--- config.mk ---
export PLATFORM = sky130hd
export DESIGN_NAME = sponge_message_padder_core_flat
export DESIGN_NICKNAME = d
export VERILOG_FILES = /design/src/rtl/smp_pkg.sv /design/src/rtl/smp_if.sv /design/src/rtl/smp_front.sv /design/src/rtl/smp_cmd_fifo.sv /design/src/rtl/smp_back.sv /design/src/rtl/sponge_message_padder_core.sv /design/src/flat_wrapper.sv
export SDC_FILE = /design/constraint.sdc
export NUM_CORES = 1
export LEC_CHECK = 0
export ABC_CLOCK_PERIOD_IN_PS = 16000
export BUFFER_PORTS_ARGS = -buffer_cell sky130_fd_sc_hd__buf_2
export CAP_MARGIN = 25
export CELL_PAD_IN_SITES_DETAIL_PLACEMENT = 0
export CELL_PAD_IN_SITES_GLOBAL_PLACEMENT = 2
export CORE_MARGIN = 2
export CORE_UTILIZATION = 37
export CTS_CLUSTER_DIAMETER = 60
export CTS_CLUSTER_SIZE = 14
export DETAILED_ROUTE_END_ITERATION = 8
export PLACE_DENSITY_LB_ADDON = 0.05
export SYNTH_ARGS = -nofsm -noshare
export SYNTH_HDL_FRONTEND = slang
export SYNTH_SLANG_ARGS = --single-unit
--- constraint.sdc ---
create_clock -name i_clk -period 16 [get_ports i_clk]
set_input_delay 1.6 -clock i_clk [delete_from_list [all_inputs] [get_ports i_clk]]
set_output_delay 1.6 -clock i_clk [all_outputs]
set_load 0.03 [all_outputs]
--- src/rtl/smp_pkg.sv ---
// ----------------------------------------------------------------------------
// Sponge message padder package
// Shared constants, codes, command and result types, and small helpers.
// ----------------------------------------------------------------------------
package smp_pkg;

    localparam int unsigned LANE_BITS  = 64;
    localparam int unsigned MAX_RATE   = 1600;
    localparam int unsigned BYTE_BITS  = 8;
    localparam int unsigned FIFO_DEPTH = 2;

    localparam int unsigned RATE_W     = 11;
    localparam int unsigned LPOS_W     = $clog2(LANE_BITS);
    localparam int unsigned LIDX_W     = RATE_W - LPOS_W;
    localparam int unsigned VBITS_W    = LPOS_W + 1;
    localparam int unsigned CNT_W      = 4;
    localparam int unsigned BPOS_W     = $clog2(BYTE_BITS);
    localparam int unsigned MODE_W     = 2;
    localparam int unsigned ADDR_W     = 4;
    localparam int unsigned DATA_W     = 32;

    localparam logic [RATE_W-1:0] MAX_RATE_V = RATE_W'(MAX_RATE);
    localparam logic [RATE_W-1:0] RATE_RESET = 11'd1088;
    localparam logic [1:0]        MODE_RESET = 2'd1;
    localparam logic [7:0]        DIV_RESET  = 8'd1;

    typedef enum logic [1:0] {
        OP_BIT  = 2'd0,
        OP_BYTE = 2'd1,
        OP_PAD  = 2'd2,
        OP_NONE = 2'd3
    } t_op;

    typedef enum logic [1:0] {
        PAD_10   = 2'd0,
        PAD_101  = 2'd1,
        PAD_DIV  = 2'd2,
        PAD_BAD  = 2'd3
    } t_pad_mode;

    typedef enum logic [1:0] {
        REG_RATE = 2'd0,
        REG_MODE = 2'd1,
        REG_DIV  = 2'd2,
        REG_NONE = 2'd3
    } t_reg_idx;

    typedef enum logic [1:0] {
        CMD_APPEND = 2'd0,
        CMD_PAD    = 2'd1,
        CMD_ERROR  = 2'd2
    } t_cmd_kind;

    typedef struct packed {
        t_cmd_kind        kind;
        logic [CNT_W-1:0] cnt;
        logic [7:0]       data;
    } t_cmd;

    typedef enum logic [3:0] {
        BK_IDLE,
        BK_APPEND,
        BK_ERROR,
        BK_HEAD,
        BK_ZLAST,
        BK_TAIL,
        BK_ZBYTE,
        BK_DIV,
        BK_RATE,
        BK_ONE,
        BK_ZBLOCK
    } t_back_state;

    typedef struct packed {
        logic [LANE_BITS-1:0] lane_word;
        logic [LIDX_W-1:0]    lane_index;
        logic [VBITS_W-1:0]   valid_bits;
        logic                 block_end;
        logic                 last;
        logic                 config_error;
    } t_result;

    function automatic logic [RATE_W-1:0] eff_rate(input logic [RATE_W-1:0] r);
        logic [RATE_W-1:0] e;
        e = r;
        if (r == '0) begin
            e = RATE_W'(1);
        end else if (r > MAX_RATE_V) begin
            e = MAX_RATE_V;
        end
        return e;
    endfunction

    function automatic logic [7:0] low_mask(input logic [CNT_W-1:0] n);
        logic [8:0] m;
        if (n >= CNT_W'(BYTE_BITS)) begin
            m = 9'h1FF;
        end else begin
            m = (9'd1 << n) - 9'd1;
        end
        return m[7:0];
    endfunction

endpackage

--- src/rtl/smp_if.sv ---
// ----------------------------------------------------------------------------
// Sponge message padder channels
// Request channel (op, data byte) and result channel (one lane per result).
// ----------------------------------------------------------------------------
interface smp_req_if;
    logic       valid;
    logic       ready;
    logic [1:0] op;
    logic [7:0] data_byte;

    modport source (output valid, output op, output data_byte, input ready);
    modport sink   (input valid, input op, input data_byte, output ready);
endinterface

interface smp_rsp_if;
    logic                           valid;
    logic                           ready;
    logic [smp_pkg::LANE_BITS-1:0]  lane_word;
    logic [smp_pkg::LIDX_W-1:0]     lane_index;
    logic [smp_pkg::VBITS_W-1:0]    valid_bits;
    logic                           block_end;
    logic                           last;
    logic                           config_error;

    modport source (output valid, output lane_word, output lane_index, output valid_bits,
                    output block_end, output last, output config_error, input ready);
    modport sink   (input valid, input lane_word, input lane_index, input valid_bits,
                    input block_end, input last, input config_error, output ready);
endinterface

--- src/rtl/smp_front.sv ---
// ----------------------------------------------------------------------------
// Sponge message padder front end
// Accepts requests and classifies them into append, pad or error commands.
// ----------------------------------------------------------------------------
module smp_front (
    input  logic                        i_valid,
    output logic                        o_ready,
    input  logic [1:0]                  i_op,
    input  logic [7:0]                  i_data_byte,
    input  logic [smp_pkg::RATE_W-1:0]  i_rate,
    input  logic [smp_pkg::MODE_W-1:0]  i_mode,
    input  logic                        i_full,
    output logic                        o_push,
    output smp_pkg::t_cmd               o_cmd
);

    logic bad_cfg;

    assign bad_cfg = (i_mode == smp_pkg::PAD_BAD) ||
                     ((i_mode == smp_pkg::PAD_DIV) &&
                      (i_rate[smp_pkg::BPOS_W-1:0] != '0));

    assign o_ready = !i_full;

    always_comb begin
        o_cmd.kind = smp_pkg::CMD_APPEND;
        o_cmd.cnt  = smp_pkg::CNT_W'(1);
        o_cmd.data = i_data_byte;
        o_push     = i_valid && !i_full;
        case (i_op)
            smp_pkg::OP_BIT: begin
                o_cmd.data = {7'd0, i_data_byte[0]};
            end
            smp_pkg::OP_BYTE: begin
                o_cmd.cnt = smp_pkg::CNT_W'(smp_pkg::BYTE_BITS);
            end
            smp_pkg::OP_PAD: begin
                o_cmd.kind = bad_cfg ? smp_pkg::CMD_ERROR : smp_pkg::CMD_PAD;
            end
            default: begin
                o_push = 1'b0;
            end
        endcase
    end

endmodule

--- src/rtl/smp_cmd_fifo.sv ---
// ----------------------------------------------------------------------------
// Sponge message padder command queue
// Short first-in first-out queue between front end and lane engine.
// ----------------------------------------------------------------------------
module smp_cmd_fifo #(
    parameter int unsigned DEPTH = smp_pkg::FIFO_DEPTH
) (
    input  logic          i_clk,
    input  logic          i_rst_n,
    input  logic          i_push,
    input  smp_pkg::t_cmd i_cmd,
    output logic          o_full,
    input  logic          i_pop,
    output logic          o_empty,
    output smp_pkg::t_cmd o_cmd
);

    localparam int unsigned PTR_W = (DEPTH > 1) ? $clog2(DEPTH) : 1;
    localparam int unsigned CNT_W = $clog2(DEPTH + 1);
    localparam logic [PTR_W-1:0] LAST_PTR = PTR_W'(DEPTH - 1);

    smp_pkg::t_cmd    r_mem [DEPTH];
    logic [PTR_W-1:0] r_wr, n_wr;
    logic [PTR_W-1:0] r_rd, n_rd;
    logic [CNT_W-1:0] r_cnt, n_cnt;
    logic             push_ok;
    logic             pop_ok;

    assign o_full  = (r_cnt == CNT_W'(DEPTH));
    assign o_empty = (r_cnt == '0);
    assign o_cmd   = r_mem[r_rd];
    assign push_ok = i_push && !o_full;
    assign pop_ok  = i_pop && !o_empty;

    always_comb begin
        n_wr  = r_wr;
        n_rd  = r_rd;
        n_cnt = r_cnt;
        if (push_ok) begin
            n_wr = (r_wr == LAST_PTR) ? '0 : r_wr + PTR_W'(1);
        end
        if (pop_ok) begin
            n_rd = (r_rd == LAST_PTR) ? '0 : r_rd + PTR_W'(1);
        end
        if (push_ok && !pop_ok) begin
            n_cnt = r_cnt + CNT_W'(1);
        end else if (pop_ok && !push_ok) begin
            n_cnt = r_cnt - CNT_W'(1);
        end
    end

    always_ff @(posedge i_clk) begin
        if (!i_rst_n) begin
            r_wr  <= '0;
            r_rd  <= '0;
            r_cnt <= '0;
        end else begin
            r_wr  <= n_wr;
            r_rd  <= n_rd;
            r_cnt <= n_cnt;
        end
    end

    always_ff @(posedge i_clk) begin
        if (push_ok) begin
            r_mem[r_wr] <= i_cmd;
        end
    end

endmodule

--- src/rtl/smp_back.sv ---
// ----------------------------------------------------------------------------
// Sponge message padder lane engine
// Packs command bits into lanes, sequences padding, drives the result register.
// ----------------------------------------------------------------------------
module smp_back (
    input  logic                        i_clk,
    input  logic                        i_rst_n,
    input  logic [smp_pkg::RATE_W-1:0]  i_rate,
    input  logic [smp_pkg::MODE_W-1:0]  i_mode,
    input  logic [7:0]                  i_div,
    input  logic                        i_empty,
    input  smp_pkg::t_cmd               i_cmd,
    output logic                        o_pop,
    output logic                        o_res_valid,
    input  logic                        i_res_ready,
    output smp_pkg::t_result            o_res
);

    localparam int unsigned RW = smp_pkg::RATE_W;
    localparam int unsigned LW = smp_pkg::LANE_BITS;
    localparam int unsigned PW = smp_pkg::LPOS_W;
    localparam int unsigned VW = smp_pkg::VBITS_W;
    localparam int unsigned CW = smp_pkg::CNT_W;

    smp_pkg::t_back_state r_state, n_state, start_state;
    logic [LW-1:0]        r_acc, n_acc;
    logic [RW-1:0]        r_bib, n_bib;
    logic [7:0]           r_dbits, n_dbits, start_dbits;
    logic [CW-1:0]        r_dcnt, n_dcnt, start_dcnt;
    logic                 r_out_valid, n_out_valid;
    smp_pkg::t_result     r_out, n_out;

    logic                 is_data;
    logic [PW-1:0]        lane_pos;
    logic [VW-1:0]        to_lane;
    logic [RW-1:0]        to_lane_w;
    logic [RW-1:0]        to_block;
    logic [RW-1:0]        rem;
    logic [RW-1:0]        step_a;
    logic [RW-1:0]        step;
    logic [RW-1:0]        new_bib;
    logic [RW-1:0]        bib_next;
    logic [RW-1:0]        k;
    logic                 hit_lane;
    logic                 hit_block;
    logic                 emit;
    logic                 can_load;
    logic                 stall;
    logic                 seg_done;
    logic                 more;
    logic                 is_last;
    logic                 item_done;
    logic [CW-1:0]        dcnt_left;
    logic [LW-1:0]        ins;
    logic [LW-1:0]        word;

    assign lane_pos  = r_bib[PW-1:0];
    assign to_lane   = VW'(LW) - {1'b0, lane_pos};
    assign to_lane_w = {{(RW-VW){1'b0}}, to_lane};
    assign to_block  = (r_bib < i_rate) ? (i_rate - r_bib) : RW'(1);
    assign is_data   = r_state inside {smp_pkg::BK_APPEND, smp_pkg::BK_HEAD, smp_pkg::BK_TAIL,
                                       smp_pkg::BK_DIV, smp_pkg::BK_RATE, smp_pkg::BK_ONE};

    always_comb begin
        case (r_state)
            smp_pkg::BK_APPEND, smp_pkg::BK_HEAD, smp_pkg::BK_TAIL,
            smp_pkg::BK_DIV, smp_pkg::BK_RATE, smp_pkg::BK_ONE: begin
                rem = {{(RW-CW){1'b0}}, r_dcnt};
            end
            smp_pkg::BK_ZBYTE: begin
                rem = (r_bib[smp_pkg::BPOS_W-1:0] == '0) ? '0 :
                      RW'(smp_pkg::BYTE_BITS) -
                      {{(RW-smp_pkg::BPOS_W){1'b0}}, r_bib[smp_pkg::BPOS_W-1:0]};
            end
            smp_pkg::BK_ZLAST: begin
                rem = ((r_bib + RW'(1)) < i_rate) ? (i_rate - r_bib - RW'(1)) : '0;
            end
            smp_pkg::BK_ZBLOCK: begin
                rem = (r_bib == '0) ? '0 : to_block;
            end
            default: begin
                rem = '0;
            end
        endcase
    end

    assign step_a    = (rem < to_lane_w) ? rem : to_lane_w;
    assign step      = (step_a < to_block) ? step_a : to_block;
    assign new_bib   = r_bib + step;
    assign hit_lane  = (step != '0) && (step == to_lane_w);
    assign hit_block = (step != '0) && (step == to_block);
    assign emit      = hit_lane || hit_block;
    assign k         = new_bib - RW'(1);
    assign bib_next  = hit_block ? '0 : new_bib;
    assign dcnt_left = r_dcnt - step[CW-1:0];
    assign seg_done  = (rem == step);
    assign ins       = is_data ?
                       ({{(LW-8){1'b0}}, r_dbits & smp_pkg::low_mask(step[CW-1:0])} << lane_pos) :
                       '0;
    assign word      = r_acc | ins;
    assign more      = (dcnt_left != '0) &&
                       ({{(RW-CW){1'b0}}, dcnt_left} >= (i_rate - bib_next));
    assign can_load  = !r_out_valid || i_res_ready;
    assign stall     = (emit || (r_state == smp_pkg::BK_ERROR)) && !can_load;

    always_comb begin
        case (r_state)
            smp_pkg::BK_APPEND:  is_last = !more;
            smp_pkg::BK_HEAD:    is_last = (i_mode == smp_pkg::PAD_10) && hit_block;
            smp_pkg::BK_TAIL,
            smp_pkg::BK_ONE,
            smp_pkg::BK_ZBLOCK:  is_last = hit_block;
            default:             is_last = 1'b0;
        endcase
    end

    always_comb begin
        start_dbits = 8'd1;
        start_dcnt  = CW'(1);
        case (i_cmd.kind)
            smp_pkg::CMD_APPEND: begin
                start_state = smp_pkg::BK_APPEND;
                start_dbits = i_cmd.data;
                start_dcnt  = i_cmd.cnt;
            end
            smp_pkg::CMD_PAD:   start_state = smp_pkg::BK_HEAD;
            smp_pkg::CMD_ERROR: start_state = smp_pkg::BK_ERROR;
            default:            start_state = smp_pkg::BK_IDLE;
        endcase
    end

    always_comb begin
        n_state     = r_state;
        n_acc       = r_acc;
        n_bib       = r_bib;
        n_dbits     = r_dbits;
        n_dcnt      = r_dcnt;
        n_out_valid = r_out_valid && !i_res_ready;
        n_out       = r_out;
        o_pop       = 1'b0;
        item_done   = 1'b0;
        if (!stall) begin
            if (emit) begin
                n_out_valid        = 1'b1;
                n_out.lane_word    = word;
                n_out.lane_index   = k[RW-1:PW];
                n_out.valid_bits   = {1'b0, k[PW-1:0]} + VW'(1);
                n_out.block_end    = hit_block;
                n_out.last         = is_last;
                n_out.config_error = 1'b0;
                n_acc              = '0;
            end else begin
                n_acc = word;
            end
            n_bib   = bib_next;
            n_dbits = r_dbits >> step[CW-1:0];
            n_dcnt  = dcnt_left;
            case (r_state)
                smp_pkg::BK_IDLE: begin
                    item_done = 1'b1;
                end
                smp_pkg::BK_ERROR: begin
                    n_out_valid        = 1'b1;
                    n_out.lane_word    = '0;
                    n_out.lane_index   = '0;
                    n_out.valid_bits   = '0;
                    n_out.block_end    = 1'b0;
                    n_out.last         = 1'b1;
                    n_out.config_error = 1'b1;
                    item_done          = 1'b1;
                end
                smp_pkg::BK_APPEND, smp_pkg::BK_TAIL, smp_pkg::BK_ZBLOCK: begin
                    item_done = seg_done;
                end
                smp_pkg::BK_HEAD: begin
                    if (seg_done) begin
                        case (i_mode)
                            smp_pkg::PAD_10:  n_state = smp_pkg::BK_ZBLOCK;
                            smp_pkg::PAD_101: n_state = smp_pkg::BK_ZLAST;
                            default:          n_state = smp_pkg::BK_ZBYTE;
                        endcase
                    end
                end
                smp_pkg::BK_ZLAST: begin
                    if (seg_done) begin
                        n_state = smp_pkg::BK_TAIL;
                        n_dbits = 8'd1;
                        n_dcnt  = CW'(1);
                    end
                end
                smp_pkg::BK_ZBYTE: begin
                    if (seg_done) begin
                        n_state = smp_pkg::BK_DIV;
                        n_dbits = i_div;
                        n_dcnt  = CW'(smp_pkg::BYTE_BITS);
                    end
                end
                smp_pkg::BK_DIV: begin
                    if (seg_done) begin
                        n_state = smp_pkg::BK_RATE;
                        n_dbits = i_rate[smp_pkg::BPOS_W +: 8];
                        n_dcnt  = CW'(smp_pkg::BYTE_BITS);
                    end
                end
                smp_pkg::BK_RATE: begin
                    if (seg_done) begin
                        n_state = smp_pkg::BK_ONE;
                        n_dbits = 8'd1;
                        n_dcnt  = CW'(1);
                    end
                end
                smp_pkg::BK_ONE: begin
                    if (seg_done) begin
                        n_state = smp_pkg::BK_ZBLOCK;
                    end
                end
                default: begin
                    n_state = smp_pkg::BK_IDLE;
                end
            endcase
            if (item_done) begin
                if (!i_empty) begin
                    o_pop   = 1'b1;
                    n_state = start_state;
                    n_dbits = start_dbits;
                    n_dcnt  = start_dcnt;
                end else begin
                    n_state = smp_pkg::BK_IDLE;
                end
            end
        end
    end

    always_ff @(posedge i_clk) begin
        if (!i_rst_n) begin
            r_state     <= smp_pkg::BK_IDLE;
            r_acc       <= '0;
            r_bib       <= '0;
            r_out_valid <= 1'b0;
        end else begin
            r_state     <= n_state;
            r_acc       <= n_acc;
            r_bib       <= n_bib;
            r_out_valid <= n_out_valid;
        end
    end

    always_ff @(posedge i_clk) begin
        r_dbits <= n_dbits;
        r_dcnt  <= n_dcnt;
        r_out   <= n_out;
    end

    assign o_res_valid = r_out_valid;
    assign o_res       = r_out;

endmodule

--- src/rtl/sponge_message_padder_core.sv ---
// ----------------------------------------------------------------------------
// Sponge message padder core
// Packs message bits into sponge blocks and emits 64-bit lanes with padding.
// ----------------------------------------------------------------------------
// Request channel i_req: op 0 appends data_byte[0], op 1 appends data_byte
// LSB first, op 2 pads and ends the message, op 3 is dropped. Result channel
// o_rsp carries one lane per result; last marks the final result of a request.
// Registers on the APB port: rate_bits at 0x0, padding_mode at 0x4 and
// diversifier at 0x8; write them only while the block is idle.
// A request passes the command queue and the lane engine state before the
// result register drives it on o_rsp. A byte append is split at each lane it
// closes before its last bit. Padding runs through head, zero, diversifier,
// rate and one-bit segments as the mode selects, in the single lane packing
// unit, which inserts up to one byte or one lane run of zeros per cycle unless stalled.
// Reset clears the lane accumulator, block position, command queue and result
// register, and loads the register reset values. When the receiver stalls, the
// result is held, the lane engine stops before its next result, and
// i_req.ready drops once the command queue fills.
// ----------------------------------------------------------------------------
module sponge_message_padder_core #(
    parameter int unsigned FIFO_DEPTH = smp_pkg::FIFO_DEPTH
) (
    input  logic                            i_clk,
    input  logic                            i_rst_n,
    smp_req_if.sink                         i_req,
    smp_rsp_if.source                       o_rsp,
    input  logic                            psel,
    input  logic                            penable,
    input  logic                            pwrite,
    input  logic [smp_pkg::ADDR_W-1:0]      paddr,
    input  logic [smp_pkg::DATA_W-1:0]      pwdata,
    output logic [smp_pkg::DATA_W-1:0]      prdata,
    output logic                            pready
);

    logic [smp_pkg::RATE_W-1:0] r_rate;
    logic [smp_pkg::MODE_W-1:0] r_mode;
    logic [7:0]                 r_div;
    logic [smp_pkg::RATE_W-1:0] eff;
    logic                       wr_en;
    logic [1:0]                 reg_sel;

    smp_pkg::t_cmd              push_cmd;
    smp_pkg::t_cmd              head_cmd;
    logic                       push;
    logic                       full;
    logic                       empty;
    logic                       pop;
    smp_pkg::t_result           res;
    logic                       res_valid;

    assign pready  = 1'b1;
    assign wr_en   = psel && penable && pwrite;
    assign reg_sel = paddr[3:2];
    assign eff     = smp_pkg::eff_rate(r_rate);

    always_ff @(posedge i_clk) begin
        if (!i_rst_n) begin
            r_rate <= smp_pkg::RATE_RESET;
            r_mode <= smp_pkg::MODE_RESET;
            r_div  <= smp_pkg::DIV_RESET;
        end else if (wr_en) begin
            case (reg_sel)
                smp_pkg::REG_RATE: r_rate <= pwdata[smp_pkg::RATE_W-1:0];
                smp_pkg::REG_MODE: r_mode <= pwdata[smp_pkg::MODE_W-1:0];
                smp_pkg::REG_DIV:  r_div  <= pwdata[7:0];
                default: ;
            endcase
        end
    end

    always_comb begin
        case (reg_sel)
            smp_pkg::REG_RATE: prdata = {{(smp_pkg::DATA_W-smp_pkg::RATE_W){1'b0}}, r_rate};
            smp_pkg::REG_MODE: prdata = {{(smp_pkg::DATA_W-smp_pkg::MODE_W){1'b0}}, r_mode};
            smp_pkg::REG_DIV:  prdata = {{(smp_pkg::DATA_W-8){1'b0}}, r_div};
            default:           prdata = '0;
        endcase
    end

    smp_front u_front (
        .i_valid     (i_req.valid),
        .o_ready     (i_req.ready),
        .i_op        (i_req.op),
        .i_data_byte (i_req.data_byte),
        .i_rate      (eff),
        .i_mode      (r_mode),
        .i_full      (full),
        .o_push      (push),
        .o_cmd       (push_cmd)
    );

    smp_cmd_fifo #(
        .DEPTH (FIFO_DEPTH)
    ) u_fifo (
        .i_clk   (i_clk),
        .i_rst_n (i_rst_n),
        .i_push  (push),
        .i_cmd   (push_cmd),
        .o_full  (full),
        .i_pop   (pop),
        .o_empty (empty),
        .o_cmd   (head_cmd)
    );

    smp_back u_back (
        .i_clk       (i_clk),
        .i_rst_n     (i_rst_n),
        .i_rate      (eff),
        .i_mode      (r_mode),
        .i_div       (r_div),
        .i_empty     (empty),
        .i_cmd       (head_cmd),
        .o_pop       (pop),
        .o_res_valid (res_valid),
        .i_res_ready (o_rsp.ready),
        .o_res       (res)
    );

    assign o_rsp.valid        = res_valid;
    assign o_rsp.lane_word    = res.lane_word;
    assign o_rsp.lane_index   = res.lane_index;
    assign o_rsp.valid_bits   = res.valid_bits;
    assign o_rsp.block_end    = res.block_end;
    assign o_rsp.last         = res.last;
    assign o_rsp.config_error = res.config_error;

endmodule

--- src/flat_wrapper.sv ---
// flat-port wrapper written by rule: the top's interface ports become plain ports
module sponge_message_padder_core_flat 
#(
    parameter int unsigned FIFO_DEPTH = smp_pkg::FIFO_DEPTH
)
  (i_clk, i_rst_n, psel, penable, pwrite, paddr, pwdata, prdata, pready, i_req_valid, i_req_op, i_req_data_byte, i_req_ready, o_rsp_valid, o_rsp_lane_word, o_rsp_lane_index, o_rsp_valid_bits, o_rsp_block_end, o_rsp_last, o_rsp_config_error, o_rsp_ready);
  smp_req_if i_req_i ();
  smp_rsp_if o_rsp_i ();
  input  logic i_clk;
  input  logic i_rst_n;
  input  logic psel;
  input  logic penable;
  input  logic pwrite;
  input  logic [smp_pkg::ADDR_W-1:0] paddr;
  input  logic [smp_pkg::DATA_W-1:0] pwdata;
  output logic [smp_pkg::DATA_W-1:0] prdata;
  output logic pready;
  input wire logic [$bits(i_req_i.valid)-1:0] i_req_valid;
  input wire logic [$bits(i_req_i.op)-1:0] i_req_op;
  input wire logic [$bits(i_req_i.data_byte)-1:0] i_req_data_byte;
  output wire logic [$bits(i_req_i.ready)-1:0] i_req_ready;
  output wire logic [$bits(o_rsp_i.valid)-1:0] o_rsp_valid;
  output wire logic [$bits(o_rsp_i.lane_word)-1:0] o_rsp_lane_word;
  output wire logic [$bits(o_rsp_i.lane_index)-1:0] o_rsp_lane_index;
  output wire logic [$bits(o_rsp_i.valid_bits)-1:0] o_rsp_valid_bits;
  output wire logic [$bits(o_rsp_i.block_end)-1:0] o_rsp_block_end;
  output wire logic [$bits(o_rsp_i.last)-1:0] o_rsp_last;
  output wire logic [$bits(o_rsp_i.config_error)-1:0] o_rsp_config_error;
  input wire logic [$bits(o_rsp_i.ready)-1:0] o_rsp_ready;
  assign i_req_i.valid = i_req_valid;
  assign i_req_i.op = i_req_op;
  assign i_req_i.data_byte = i_req_data_byte;
  assign i_req_ready = i_req_i.ready;
  assign o_rsp_valid = o_rsp_i.valid;
  assign o_rsp_lane_word = o_rsp_i.lane_word;
  assign o_rsp_lane_index = o_rsp_i.lane_index;
  assign o_rsp_valid_bits = o_rsp_i.valid_bits;
  assign o_rsp_block_end = o_rsp_i.block_end;
  assign o_rsp_last = o_rsp_i.last;
  assign o_rsp_config_error = o_rsp_i.config_error;
  assign o_rsp_i.ready = o_rsp_ready;
  sponge_message_padder_core #(.FIFO_DEPTH(FIFO_DEPTH)) u_core (.i_clk(i_clk), .i_rst_n(i_rst_n), .i_req(i_req_i), .o_rsp(o_rsp_i), .psel(psel), .penable(penable), .pwrite(pwrite), .paddr(paddr), .pwdata(pwdata), .prdata(prdata), .pready(pready));
endmodule
==> impl_metrics.tcl <==
set metrics [dict create \
    outcome "finished clean" \
    cts_setup_buffers 0 \
    gr-total-overflow 0 \
    synth.distinct_cells 107 \
    ant_nets 0 \
    cp-start-kind "register" \
    ys_warn_count 0 \
    dp_hpwl_mm 41.7 \
    worst_pin_slew_ns 1.08 \
    cts_root_buffer "clkbuf_16" \
    final_max_slew_viol_count 0 \
    core_area_um2 41100 \
    cts_buffers 22 \
    syn_area_um2 15500 \
    clk-insertion-delay-late_ns 0.54 \
    drt_iter0_markers 1058 \
    clk_pin_slew_ns 0.06 \
    skew_ns 0.0251 \
    wire_per_inst_um 22.4 \
    ys.flop_type "edfxtp_1" \
    die_area_um2 43600 \
    ys_seq_elements 221 \
    crit_type "register to register" \
    vias 14128 \
    grt_pass1_wl_mm 83.2 \
    design_area_um2 17300 \
    grt_pass1_vias 13333 \
    synthArstFlopShare 0 \
    slew-limit-headroom 0.276 \
    die_w_um 209 \
    setup_violations 0 \
    period_share 0.881 \
    start_util 0.377 \
    drc 0 \
    grt_max_degree 50 \
    syn_inst 1811 \
    cpMaxStageDelayCell "nor4_4" \
    drt_wl_total_mm 54.9 \
    slowest_delay_ns 0.87 \
    first_pass_iters 5 \
    cts_tree "yes" \
    num_antenna_cells 0 \
    area_delta_synth_final_pct 11.5 \
    max_freq_ghz 0.0710 \
    layout_min_cycle_time_ns 14.09 \
    clkSinkCount 221 \
    yosysSeqAreaShare 0.360 \
    cap_violations 0 \
    worstPathArrival_ns 14.36 \
    finalHoldViolCount 0 \
    synth_edf_count 115 \
    hold_class "register to register" \
    nNetsFinal 2030 \
    crit_fanout 19 \
    r2r-start "u_core.r_rate[1]" \
    cts-resized-gates 0 \
    ctsHoldBuffers 0 \
    avgSynthCellArea_um2 8.56 \
    io_pins 167 \
    crit_top_cell "inv_1" \
    startpoint "u_core.r_rate[1]" \
    row_count 74 \
    worstPathRequired_ns 16.27 \
    gp_congestion 0.875 \
    endpoint_kind "register" \
    place_inst 2406 \
    finalSetupTns_ns 0 \
    die_h_um 209 \
    placed_cell_area_um2 16600 \
    grt_usage 0.247 \
    rsz0062_at_grt "no" \
    cts.htree.levels 1 \
    antenna_found_initial 1 \
    viasPerCell 5.77 \
    io_buffers 121 \
    cts_buffer_depth 3 \
    min_from "u_core.u_back.r_acc[30]" \
    drive_gt1_frac 0.132 \
    final_cells 2449 \
]
==> path summary, 6_finish.rpt <==
path	to	slack [ns]	cells after the start
worst max register to register	u_core.u_back.o_res[1]	1.91	52
worst min register to register	u_core.u_back.r_acc[30]	0.45	2
worst min-delay path	u_core.u_back.r_acc[30]	0.45	2
worst max-delay path	u_core.u_back.o_res[1]	1.91	52
==> cells by family after synthesis <==
kind of cell / after synthesis / synth area share
and+or+nand+nor: 643 / 0.198
AOI/OAI and AO/OA: 524 / 0.229
DFF: 221 / 0.360
buffers and inverters: 203 / 0.0568
adders and majority gates: 77 / 0.0639
muxes: 77 / 0.0540
xor gates and xnor gates: 64 / 0.0391
other: 2 / 0.000484
==> metrics by stage <==
stage / setup slack [ns] / utilization / hold WS (ns)
floorplan: 4.15 / - / 0.425
global placement: 2.23 / 0.403 / 0.434
detailed placement: 2.11 / 0.403 / 0.442
CTS: 2.05 / 0.420 / 0.457
global route: 0.869 / 0.421 / 0.480
finish: 1.91 / 0.421 / 0.452
==> cells in the mapped netlist, types with 12 or more instances <==
cell / count / area share
nand2_1: 215 / 0.052
nor2_1: 156 / 0.038
a21oi_1: 142 / 0.046
edfxtp_1: 115 / 0.22
o21ai_0: 107 / 0.035
dfxtp_1: 106 / 0.14
inv_1: 82 / 0.020
ha_1: 72 / 0.058
clkbuf_1: 62 / 0.015
nand3_1: 52 / 0.017
mux2i_1: 51 / 0.033
nor3_1: 49 / 0.016
xnor2_1: 41 / 0.023
a31oi_1: 30 / 0.012
o211ai_1: 27 / 0.013
a21o_1: 25 / 0.012
buf_4: 24 / 0.012
a211oi_1: 23 / 0.011
nand4_1: 22 / 0.0089
and2_1: 20 / 0.0081
nor2b_1: 20 / 0.0081
xor2_1: 20 / 0.011
or3_1: 19 / 0.0077
and3_1: 18 / 0.0073
mux2_2: 18 / 0.013
a22o_1: 15 / 0.0085
buf_1: 15 / 0.0036
nand2b_1: 13 / 0.0052
a22oi_1: 12 / 0.0058
==> layout make-up <==
type                       count  area, um2
timing repair buffer         154        853
multi-input combinational   1411       9170
fill                        4260      23800
sequential                   221       5580
clock inverter                 8       68.8
inverter                      91        344
clock buffer                  32        619
tap                          532        666
==> worst max-delay path, delay by kind of cell, from the launching register on <==
kind,cells,cell delay (ns)
buf+inv,8,1.49
fa+ha+maj,5,1.79
mux,2,0.85
simple gates,12,3.71
xor+xnor,1,0.18
flops,1,0.36
compound gates,24,5.42
==> metal layers <==
metal,vias to the layer above,wire length (um),global-route usage
met5,-,0,0
met4,0,1300,0.0648
met3,65,3580,0.0331
met2,473,23600,0.373
met1,6777,26400,0.369
li1,6813,-,-
==> cells in the final DEF, fill, tap and decap left out, types with 10 or more instances in the layout <==
cell / count
a31oi_1: 30
nor3_1: 49
nand3_1: 52
nand2b_1: 13
clkbuf_16: 23
a211oi_1: 23
o211ai_1: 27
buf_4: 33
nor3b_1: 10
a22o_1: 15
and2_1: 20
o21ai_0: 107
xnor2_1: 41
nand4_1: 22
xor2_1: 20
ha_1: 72
mux2_2: 18
and3_1: 18
o2111ai_1: 10
nand2_1: 215
mux2i_1: 51
o31ai_1: 10
or3_1: 19
edfxtp_1: 115
a32o_1: 10
a22oi_1: 12
buf_2: 121
conb_1: 26
nor2_1: 155
dfxtp_1: 106
nor4_1: 10
nor2b_1: 20
a21oi_1: 141
inv_1: 82
a21o_1: 25
==> registers in the layout, summed over array words and instances (netlist names), 2 cells and up, named ones only <==
| name | count |
|---|---|
| u_core.u_back.o_res | 79 |
| u_core.u_back.r_acc | 64 |
| u_core.u_fifo.r_mem | 24 |
| u_core.r_rate | 11 |
| u_core.u_back.r_bib | 11 |
| u_core.r_div | 8 |
| u_core.u_back.r_dbits | 8 |
| u_core.u_back.r_dcnt | 4 |
| u_core.u_back.r_state | 4 |
| u_core.r_mode | 2 |
| u_core.u_fifo.r_cnt | 2 |
Power is not shown: default switching activity piles up to over one toggle a cycle in this logic, so the estimate is an artifact.
